===== src/sv/osts_pkg.sv =====
// Shared types and constants for the order slot table.
`default_nettype none
package osts_pkg;

  localparam int unsigned TimeW   = 32;
  localparam int unsigned QtyW    = 24;
  localparam int unsigned CountW  = 5;
  localparam int unsigned SharesW = 29;
  localparam logic [TimeW-1:0] FillDelayRst = 32'd1000000;

  typedef enum logic [2:0] {
    ST_IDLE,
    ST_INS_CHK,
    ST_SW_RD,
    ST_SW_EV,
    ST_DONE
  } state_t;

  typedef struct packed {
    logic             side;
    logic [QtyW-1:0]  qty;
    logic [TimeW-1:0] stamp;
  } slot_t;

  // Controller to datapath.
  typedef struct packed {
    logic load;
    logic ins_place;
    logic sw_read;
    logic sw_eval;
    logic idx_inc;
  } cmd_t;

  // Datapath to controller.
  typedef struct packed {
    logic cur_busy;
    logic idx_last;
  } stat_t;

endpackage
`default_nettype wire


===== src/sv/order_slot_table_with_fill_sweep.sv =====
// Order slot table: insert into lowest empty slot, sweep frees aged orders.
// Insert: result strobe after the search from slot 0 up; out_accepted stays low when the table is full.
// Sweep: result strobe after every slot has been visited (registered slot read, age compare).
// Busy stays high through the strobe cycle and the next item is accepted in the cycle
//   after it; the receiver cannot stall.
// Sync active-low reset empties all slots, clears totals, fill_delay=1000000.
`default_nettype none
module order_slot_table_with_fill_sweep #(
  parameter int unsigned ENTRIES = 16
) (
  input  wire logic                                 clk,
  input  wire logic                                 rst_n,
  input  wire logic                                 start,
  output logic                                      busy,
  input  wire logic                                 in_op,
  input  wire logic [osts_pkg::TimeW-1:0]           in_now_time,
  input  wire logic                                 in_side,
  input  wire logic [osts_pkg::QtyW-1:0]            in_qty,
  output logic                                      out_valid,
  output logic                                      out_accepted,
  output logic [osts_pkg::CountW-1:0]               out_filled_count,
  output logic signed [osts_pkg::SharesW-1:0]       out_settled_delta,
  output logic [osts_pkg::CountW-1:0]               out_in_flight_total,
  output logic signed [osts_pkg::SharesW-1:0]       out_net_in_flight_shares,
  input  wire logic                                 cfg_we,
  input  wire logic [osts_pkg::TimeW-1:0]           cfg_data
);

  osts_pkg::cmd_t  cmd;
  osts_pkg::stat_t stat;

  osts_ctrl u_ctrl (
    .clk       (clk),
    .rst_n     (rst_n),
    .start     (start),
    .in_op     (in_op),
    .stat      (stat),
    .cmd       (cmd),
    .busy      (busy),
    .out_valid (out_valid)
  );

  osts_dp #(
    .ENTRIES (ENTRIES)
  ) u_dp (
    .clk                      (clk),
    .rst_n                    (rst_n),
    .cmd                      (cmd),
    .stat                     (stat),
    .cfg_we                   (cfg_we),
    .cfg_data                 (cfg_data),
    .in_now_time              (in_now_time),
    .in_side                  (in_side),
    .in_qty                   (in_qty),
    .out_accepted             (out_accepted),
    .out_filled_count         (out_filled_count),
    .out_settled_delta        (out_settled_delta),
    .out_in_flight_total      (out_in_flight_total),
    .out_net_in_flight_shares (out_net_in_flight_shares)
  );

endmodule
`default_nettype wire


===== src/sv/osts_ctrl.sv =====
// Sequencer for insert search and sweep scan.
`default_nettype none
module osts_ctrl (
  input  wire logic            clk,
  input  wire logic            rst_n,
  input  wire logic            start,
  input  wire logic            in_op,
  input  wire osts_pkg::stat_t stat,
  output osts_pkg::cmd_t       cmd,
  output logic                 busy,
  output logic                 out_valid
);

  osts_pkg::state_t state_r, state_nxt;

  always_ff @(posedge clk) begin
    if (!rst_n) begin
      state_r <= osts_pkg::ST_IDLE;
    end else begin
      state_r <= state_nxt;
    end
  end

  always_comb begin
    state_nxt = state_r;
    cmd       = '0;
    busy      = 1'b1;
    out_valid = 1'b0;
    unique case (state_r)
      osts_pkg::ST_IDLE: begin
        busy = 1'b0;
        if (start) begin
          cmd.load  = 1'b1;
          state_nxt = in_op ? osts_pkg::ST_SW_RD : osts_pkg::ST_INS_CHK;
        end
      end
      osts_pkg::ST_INS_CHK: begin
        if (!stat.cur_busy) begin
          cmd.ins_place = 1'b1;
          state_nxt     = osts_pkg::ST_DONE;
        end else if (stat.idx_last) begin
          state_nxt = osts_pkg::ST_DONE;   // table full
        end else begin
          cmd.idx_inc = 1'b1;
        end
      end
      osts_pkg::ST_SW_RD: begin
        cmd.sw_read = 1'b1;
        state_nxt   = osts_pkg::ST_SW_EV;
      end
      osts_pkg::ST_SW_EV: begin
        cmd.sw_eval = 1'b1;
        if (stat.idx_last) begin
          state_nxt = osts_pkg::ST_DONE;
        end else begin
          cmd.idx_inc = 1'b1;
          state_nxt   = osts_pkg::ST_SW_RD;
        end
      end
      osts_pkg::ST_DONE: begin
        out_valid = 1'b1;
        state_nxt = osts_pkg::ST_IDLE;
      end
      default: begin
        state_nxt = osts_pkg::ST_IDLE;
      end
    endcase
  end

endmodule
`default_nettype wire


===== src/sv/osts_dp.sv =====
// Slot memory, busy bits, running totals and result registers.
`default_nettype none
module osts_dp #(
  parameter int unsigned ENTRIES = 16
) (
  input  wire logic                                 clk,
  input  wire logic                                 rst_n,
  input  wire osts_pkg::cmd_t                       cmd,
  output osts_pkg::stat_t                           stat,
  input  wire logic                                 cfg_we,
  input  wire logic [osts_pkg::TimeW-1:0]           cfg_data,
  input  wire logic [osts_pkg::TimeW-1:0]           in_now_time,
  input  wire logic                                 in_side,
  input  wire logic [osts_pkg::QtyW-1:0]            in_qty,
  output logic                                      out_accepted,
  output logic [osts_pkg::CountW-1:0]               out_filled_count,
  output logic signed [osts_pkg::SharesW-1:0]       out_settled_delta,
  output logic [osts_pkg::CountW-1:0]               out_in_flight_total,
  output logic signed [osts_pkg::SharesW-1:0]       out_net_in_flight_shares
);

  localparam int unsigned IdxW = (ENTRIES > 1) ? $clog2(ENTRIES) : 1;
  localparam logic [IdxW-1:0] IdxLast = IdxW'(ENTRIES - 1);

  osts_pkg::slot_t slot_mem [ENTRIES];
  osts_pkg::slot_t rd_r;

  logic [ENTRIES-1:0]                 busy_r;
  logic [IdxW-1:0]                    idx_r;
  logic [osts_pkg::TimeW-1:0]         fill_delay_r;
  logic [osts_pkg::TimeW-1:0]         now_r;
  logic                               side_r;
  logic [osts_pkg::QtyW-1:0]          qty_r;
  logic [osts_pkg::CountW-1:0]        total_r;
  logic [osts_pkg::SharesW-1:0]       net_r;
  logic                               acc_r;
  logic [osts_pkg::CountW-1:0]        filled_r;
  logic [osts_pkg::SharesW-1:0]       settled_r;

  logic [osts_pkg::SharesW-1:0]       ins_shares;
  logic [osts_pkg::SharesW-1:0]       rd_shares;
  logic [osts_pkg::TimeW-1:0]         age;
  logic                               due;

  assign stat.cur_busy = busy_r[idx_r];
  assign stat.idx_last = (idx_r == IdxLast);

  // Buy is +qty, sell is -qty, in 29-bit two's complement.
  assign ins_shares = side_r ? (osts_pkg::SharesW'(0) - osts_pkg::SharesW'(qty_r))
                             : osts_pkg::SharesW'(qty_r);
  assign rd_shares  = rd_r.side ? (osts_pkg::SharesW'(0) - osts_pkg::SharesW'(rd_r.qty))
                                : osts_pkg::SharesW'(rd_r.qty);
  assign age = now_r - rd_r.stamp;
  assign due = busy_r[idx_r] && (age >= fill_delay_r);

  always_ff @(posedge clk) begin
    if (cmd.ins_place) begin
      slot_mem[idx_r] <= '{side: side_r, qty: qty_r, stamp: now_r};
    end
    if (cmd.sw_read) begin
      rd_r <= slot_mem[idx_r];
    end
  end

  always_ff @(posedge clk) begin
    if (!rst_n) begin
      busy_r       <= '0;
      total_r      <= '0;
      net_r        <= '0;
      fill_delay_r <= osts_pkg::FillDelayRst;
      idx_r        <= '0;
    end else begin
      if (cfg_we) begin
        fill_delay_r <= cfg_data;
      end
      if (cmd.load) begin
        idx_r <= '0;
      end else if (cmd.idx_inc) begin
        idx_r <= idx_r + IdxW'(1);
      end
      if (cmd.ins_place) begin
        busy_r[idx_r] <= 1'b1;
        total_r       <= total_r + osts_pkg::CountW'(1);
        net_r         <= net_r + ins_shares;
      end
      if (cmd.sw_eval && due) begin
        busy_r[idx_r] <= 1'b0;
        total_r       <= total_r - osts_pkg::CountW'(1);
        net_r         <= net_r - rd_shares;
      end
    end
  end

  // Item operands and per-item result accumulators.
  always_ff @(posedge clk) begin
    if (cmd.load) begin
      now_r     <= in_now_time;
      side_r    <= in_side;
      qty_r     <= in_qty;
      acc_r     <= 1'b0;
      filled_r  <= '0;
      settled_r <= '0;
    end else begin
      if (cmd.ins_place) begin
        acc_r <= 1'b1;
      end
      if (cmd.sw_eval && due) begin
        filled_r  <= filled_r + osts_pkg::CountW'(1);
        settled_r <= settled_r + rd_shares;
      end
    end
  end

  assign out_accepted             = acc_r;
  assign out_filled_count         = filled_r;
  assign out_settled_delta        = settled_r;
  assign out_in_flight_total      = total_r;
  assign out_net_in_flight_shares = net_r;

endmodule
`default_nettype wire

===== config.mk =====
export PLATFORM = sky130hd
export DESIGN_NAME = order_slot_table_with_fill_sweep
export DESIGN_NICKNAME = d
export VERILOG_FILES = /design/src/sv/osts_pkg.sv /design/src/sv/order_slot_table_with_fill_sweep.sv /design/src/sv/osts_ctrl.sv /design/src/sv/osts_dp.sv
export SDC_FILE = /design/constraint.sdc
export NUM_CORES = 1
export LEC_CHECK = 0
export BUFFER_PORTS_ARGS = -buffer_cell sky130_fd_sc_hd__buf_2
export CORE_MARGIN = 2
export CORE_UTILIZATION = 62
export DETAILED_ROUTE_END_ITERATION = 10
export GPL_ROUTABILITY_DRIVEN = 0
export PLACE_DENSITY_LB_ADDON = 0.2
export REMOVE_ABC_BUFFERS = 1
export SYNTH_ARGS = -nofsm -noshare
export SYNTH_HDL_FRONTEND = slang
export SYNTH_HIERARCHICAL = 1
export SYNTH_SLANG_ARGS = --single-unit

===== constraint.sdc =====
create_clock -name clk -period 11.05 [get_ports clk]
set_input_delay 0.5525 -clock clk [delete_from_list [all_inputs] [get_ports clk]]
set_output_delay 0.5525 -clock clk [all_outputs]
set_load 0.01 [all_outputs]

== Word level (Yosys, flattened, before mapping) ==
Memory sizes are Yosys's and may differ from the RTL's. A register that Yosys moved wholly into a read port is not among the register bits.
Cells that the tools add are included.
Word-level totals
  output and inout port bits: 71
  input bits: 94
  RAM bits: 912
  register bits after elaboration: 181
  logic and storage cells: 76
  memories kept: 1
Memory list
  u_dp.slot_mem: depth 16, width 57, rd ports 1, clocked after Yosys merged registers in 1, write ports 1, RTL line osts_dp.sv:25  | osts_pkg::slot_t slot_mem [ENTRIES];
Operators by class
  order comparisons: 3
  bitwise logic cells: 4
  equal/unequal tests: 7
  multiplexer cells: 32
  reductions and logical operators: 7
  $add $sub $neg: 10
Operator list (number)
  $mux W29: 4
  $add A29 B29 Y29: 2
  $sub A1 B24 Y25 const A: 2
  $mux W16: 3
  $ge A32 B32 Y1: 1
  $sub A32 B32 Y32: 1
  $sub A29 B29 Y29: 1
  $and A16 B16 Y16: 1
  $not A16 Y16: 1
  $or A16 B16 Y16: 1
  $mux W1: 14
  $mux W3: 4
  $pmux W3 S4: 1
  $add A5 B1 Y5 const B: 2
  $mux W5: 2
  $eq A3 B2 Y1 const B: 2
  $lt A4 B5 Y1 const B: 1
  $sub A5 B1 Y5 const B: 1
  $add A4 B1 Y4 const B: 1
  $bmux W1 S4: 1
  $demux W1 S4: 1
  $eq A4 B4 Y1 const B: 1
  $ge A4 B1 Y1 const B: 1
  $eq A3 B1 Y1 const B: 1
  other kinds (11): 13

== Longest topological paths before layout ==
  depth after elaboration: 9
  mapped depth: 38
  mapped depth without buffers: 35

== Cells and area by module ==
The synthesis kept the hierarchy.
Modules (own cells, without submodules)
  osts_dp: cells an instance 2966, instances 1, sequential area each 33231.9 um^2, area an instance 49605.1 um^2
  osts_ctrl: cells an instance 26, instances 1, sequential area each 60.1 um^2, area an instance 187.7 um^2

== Worst setup path after synthesis ==
OpenSTA, ideal clock, no wires.
  path type: register to register
  start point: register u_dp/now_r[12] (netlist bit)
  end point: register u_dp.net_r, in the netlist u_dp/out_net_in_flight_shares[27]
  arrival time: 7.513 ns
  cell stages (with the launch flop): 34
  library setup time: 0.122 ns
  period minus slack after synthesis: 7.635 ns
  path slack: 3.415 ns
  data required time: 10.928 ns
  path buffers: 3
  cells stage by stage: edfxtp_1 ha_1 and3_1 nand4_1 a2111o_1 o211ai_1 o211ai_1 a21o_1 a211o_1 and3_1 a311o_1 ha_1 nand4_1 nor2_1 nand2_1 o2111ai_1 a31oi_1 or2_2 clkbuf_1 inv_1 clkbuf_1 clkbuf_1 nor2_1 a21oi_1 ha_1 nor2b_1 o31a_1 o22a_1 a311o_1 a311oi_1 o31a_1 a2111oi_0 mux2i_1 a311o_1
Between the ends
  cells in the longest elaborated chain, start to end: 5
  elaborated cells between the ends (all ways): 6
  those cells by class: 1 x add/sub; 1 x order compare; 1 x mux; 3 x reduce/logical
RTL lines
  start: declaration: RTL line osts_dp.sv:31  | logic [osts_pkg::TimeW-1:0] now_r;
  start signal: assignment: RTL line osts_dp.sv:97  | now_r <= in_now_time;
  $sub A32 B32 Y32 *: RTL line osts_dp.sv:53  | assign age = now_r - rd_r.stamp;
  $ge A32 B32 Y1 *: RTL line osts_dp.sv:54  | assign due = busy_r[idx_r] && (age >= fill_delay_r);
  $logic_and A1 B1 Y1 *: RTL line osts_dp.sv:54
  $logic_and A1 B1 Y1 *: RTL line osts_dp.sv:86  | if (cmd.sw_eval && due) begin
  $mux W29 / $reduce_bool A2 Y1 (equally long branches)
  end signal: assignment: RTL line osts_dp.sv:84  | net_r <= net_r + ins_shares;
  end signal: assignment: RTL line osts_dp.sv:89  | net_r <= net_r - rd_shares;
  end: declaration: RTL line osts_dp.sv:35  | logic [osts_pkg::SharesW-1:0] net_r;
Mark *: on every way between the ends. The rest lies on a longest branch, timed or not.
A chain may end at the register's enable or synchronous reset.

== Worst setup path in the final report ==
  start point: register u_dp/now_r[0] (netlist bit)
  end point: register u_dp.net_r, in the netlist u_dp/out_net_in_flight_shares[27]
Same word-level chain as after synthesis.

==> summary.md <==
| Metric | Value |
|---|---|
| Worst Tran Pin Value | ~1300 ps |
| Vias in the first global route | 29.22k |
| Static leakage | 18.81 nW |
| Die area | ~83000 µm² |
| Yosys top cell area share | 61.88% |
| First-pass GRT wire length | 182000 µm |
| Maxcap violations | 0 |
| Clk Latency, worst-skew pair | 710 ps |
| WHS Path Cells | 1 |
| RSZ-0062 raised after global routing | no |
| Worst vdd ir | 0.1375 mV |
| Port buffer count | about 160 |
| Worst Hold Slack | 34.98 ps |
| Yosys top cell by area | edfxtp_1 |
| Critical path data arrival time | 10230 ps |
| Critical path startpoint category | flop |
| Clock skew | 35.42 ps |
| Status | complete, no violations |
| Clk buf depth | 3 |
| Routed Wire Length | around 120000 µm |
| Layout Nets | 3416 |
| Clock share of power | 41.5% |
| Synth top cells by count | 1026 x edfxtp_1, 291 x mux4_2, 181 x nand2_1 |
| Chip Width | 287.4 µm |
| Core footprint | between 70000 and 80000 µm² |
| Netlist cell types | 85 |
| Internal reg-to-reg setup slack | 1390 ps |
| Largest net degree at the start of global routing | 121 |
| Syn_area_per_cell | 16.64 µm² |
| Setup_tns | 0 ps |
| Final hold violations | 0 |
| Initial Util | 62.82% |
| Pwr Density | 173.0 nW/µm² |
| Largest stage delay, worst path | slightly above 900 ps |
| Post-CTS Setup Inserts | 0 |
| HP Class | in2reg |
| Row cnt | 103 |
| Slowest stage cell, crit path | a31oi_1 |
| Sequential share of power | 51.0% |
| Endpoint type of the worst setup path | flop |
| Design Area, Final | 55890 µm² |
| Worst Hold Launch | in_qty[19] |
| Fin cells | 4339 |
| Ys async rst share | 0% |
| Most common cell in the netlist | edfxtp_1 |
| Setup violators final | 0 |
| Netlist Area Pre-Place | 49790 µm² |
| Final Max Tran Viols | 0 |
| Total internal power | 7.467 mW |
| DRC Markers | 0 |
| TritonCTS buffer count | 112 |
| Number of flops mapped to enable cells by yosys | 1026 |
| Register area share after synthesis | 66.86% |
| Mapped Cells | 2992 |
| Initial antenna violation count | 1 |
| Ports | 165 |
| Fin crit share | 87.41% |
| Root buffer cell | clkbuf_16 |
| Layout Area Growth over Synthesis | 12.26% |
| Via-per-instance ratio | 6.634 |
| Placed inst area | 51910 µm² |
| Post-route minimum period | between 9000 and 10000 ps |
| Cell Count Post-Placement | 4118 |
| Slew margin rel. | 15.31% |
| Switching Power | 2.205 mW |
| Post-DP HPWL | 66720 µm |
| Clk slew on worst S/H paths | approximately 60 ps |
| Die height | around 290 µm |
| Top FF cell, synth | edfxtp_1 |
| Hold Path End | u_dp/qty_r[19] |
| Share of layout cells above drive strength 1 | 22.32% |
| ANT nets after route | 0 |
| Resized Gates After CTS | 0 |
| Top cells by area, synth | edfxtp_1 62%, mux4_2 13%, dfxtp_1 5.0%, ha_1 3.2%, xnor2_1 1.5% |
| GRT overflow | 0 |
| Drt first pass iters | 6 |
| Number of synthesized register bits | 1150 |
| Achievable Freq | 103.5 MHz |
| Total track usage | 29.71% |
| Ant diodes | 0 |
| Iter 0 DRT Violations | approximately 3.6k |
| Crit path kind | reg2reg |
| Clock Sink Count | 1150 |
| Crit Reg-Reg Startpoint | u_dp/now_r[0] |
| R2R Path End | u_dp/out_net_in_flight_shares[27] |
| H-Tree Depth | 3 |
| Synth Warn # | 6 |
| Routed wire per std cell | 27.82 µm |
| CP max FO | 40 |
| DR vias | roughly 29k |
| Reg2Reg Depth | 32 |
| Switching share of total power | 22.80% |
| Critical Path RT | ~12000 ps |
| Comb pwr share | 7.5% |
| CTS tree | built |
==> power by group through the flow <==
| stage | clock [mW] | combinational [mW] | sequential (mW) |
|---|---|---|---|
| 3_5_place_dp | 0 | 0.702 | 5.02 |
| 2_1_floorplan | 0 | 0.491 | 5.01 |
| 3_3_place_gp | 0 | 0.679 | 5.01 |
| 6_report | 4.01 | 0.725 | 4.94 |
| 4_1_cts | 4.06 | 0.715 | 4.93 |
| 5_1_grt | 4.22 | 0.791 | 4.95 |
==> worst max-delay path, delay by kind of cell, from the launching register on <==
family / cells / cell delay (ps)
AO/OA/AOI/OAI: 17 / 5260
AND/OR/NAND/NOR: 7 / 1900
adder cells (fa/ha/maj): 4 / 1020
flip-flops: 1 / 600
buffers and inverters: 3 / 610
multiplexers: 1 / 130
==> layer usage <==
metal,global-route usage [%],vias up,part of all wire [%]
met5,0,-,0.011
met3,4.222,217,8.1
met1,39.71,14660,38
met2,51.35,1574,52
li1,-,12330,-
met4,8.594,2,2.4
==> through the flow <==
step / total power, mW / setup slack, ps / utilization [%]
CTS: 9.713 / 1637 / 70.52
global placement: 5.692 / 1882 / 65.50
global route: 9.959 / 924.7 / 70.52
floorplan: 5.505 / -4643 / -
finish: 9.673 / 1391 / 70.52
detailed placement: 5.727 / 1638 / 65.50
==> cells by family after synthesis <==
group	Yosys count	synth area share [%]
flip-flops	1150	66.86
AND/OR/NAND/NOR	557	5.742
AO/OA/AOI/OAI	462	6.021
multiplexers	330	13.95
buffers and inverters	233	1.794
adder cells (fa/ha/maj)	133	3.402
XOR/XNOR	127	2.234
==> flip-flops by register name, indices dropped and copies added, names as in the netlist <==
signal,cells
u_dp/slot_mem,912
u_dp/rd_r,57
u_dp/fill_delay_r,32
u_dp/now_r,32
u_dp/out_net_in_flight_shares,29
u_dp/out_settled_delta,29
u_dp/qty_r,24
u_dp/busy_r,16
u_dp/out_filled_count,5
u_dp/out_in_flight_total,5
u_dp/idx_r,4
u_ctrl/state_r,3
u_dp/out_accepted,1
u_dp/side_r,1
==> cells in the final DEF (no fill, tap or decap), drive strengths merged, types with 9 or more instances in the layout <==
cell type  instances
and3               9
nand3             36
nor3              38
o21bai             9
buf              211
o211a             10
xor2              39
o211ai            23
edfxtp          1026
a21boi            24
nand3b            17
or3               19
bufinv            19
nand4             29
a211oi            16
a21o              34
nand2            181
nor2b             43
xnor2             88
ha               129
mux2i             39
nor3b              9
nand2b            16
clkinv            52
o21a              15
clkbuf           130
dfxtp            124
or4               12
nor2             102
inv              104
a31oi             30
o21ai             97
and2               9
o31ai             14
a21oi            132
nor4              12
mux4             291
==> how the worst max path moves through the flow <==
stage,slack (ps),startpoint,cells after the start,endpoint
global placement,1880,u_dp/now_r[0],32,u_dp/out_net_in_flight_shares[27]
finish,1390,u_dp/now_r[0],32,u_dp/out_net_in_flight_shares[27]
floorplan,-4640,u_dp/idx_r[0],17,u_dp/out_net_in_flight_shares[27]
detailed placement,1640,u_dp/now_r[0],32,u_dp/out_net_in_flight_shares[27]
global route,920,u_dp/now_r[0],34,u_dp/out_net_in_flight_shares[22]
CTS,1640,u_dp/now_r[0],32,u_dp/out_net_in_flight_shares[27]
==> area by class of cell <==
type	count	area, µm²
clock buffers	130	2890
clock inverters	84	1021
fillers	4827	23360
inverters	98	367.9
multi-input cells	1609	15740
flip-flops and latches	1150	33310
well taps	1050	1314
repair buffers	218	1259
==> repair_timing <==
item / 4_1_cts / 5_1_grt
hold endpoints to repair: 7 / 0
hold buffers: 7 / 0
setup endpoints to repair: 0 / 0
Note: power is estimated with default switching activity, not from simulation.
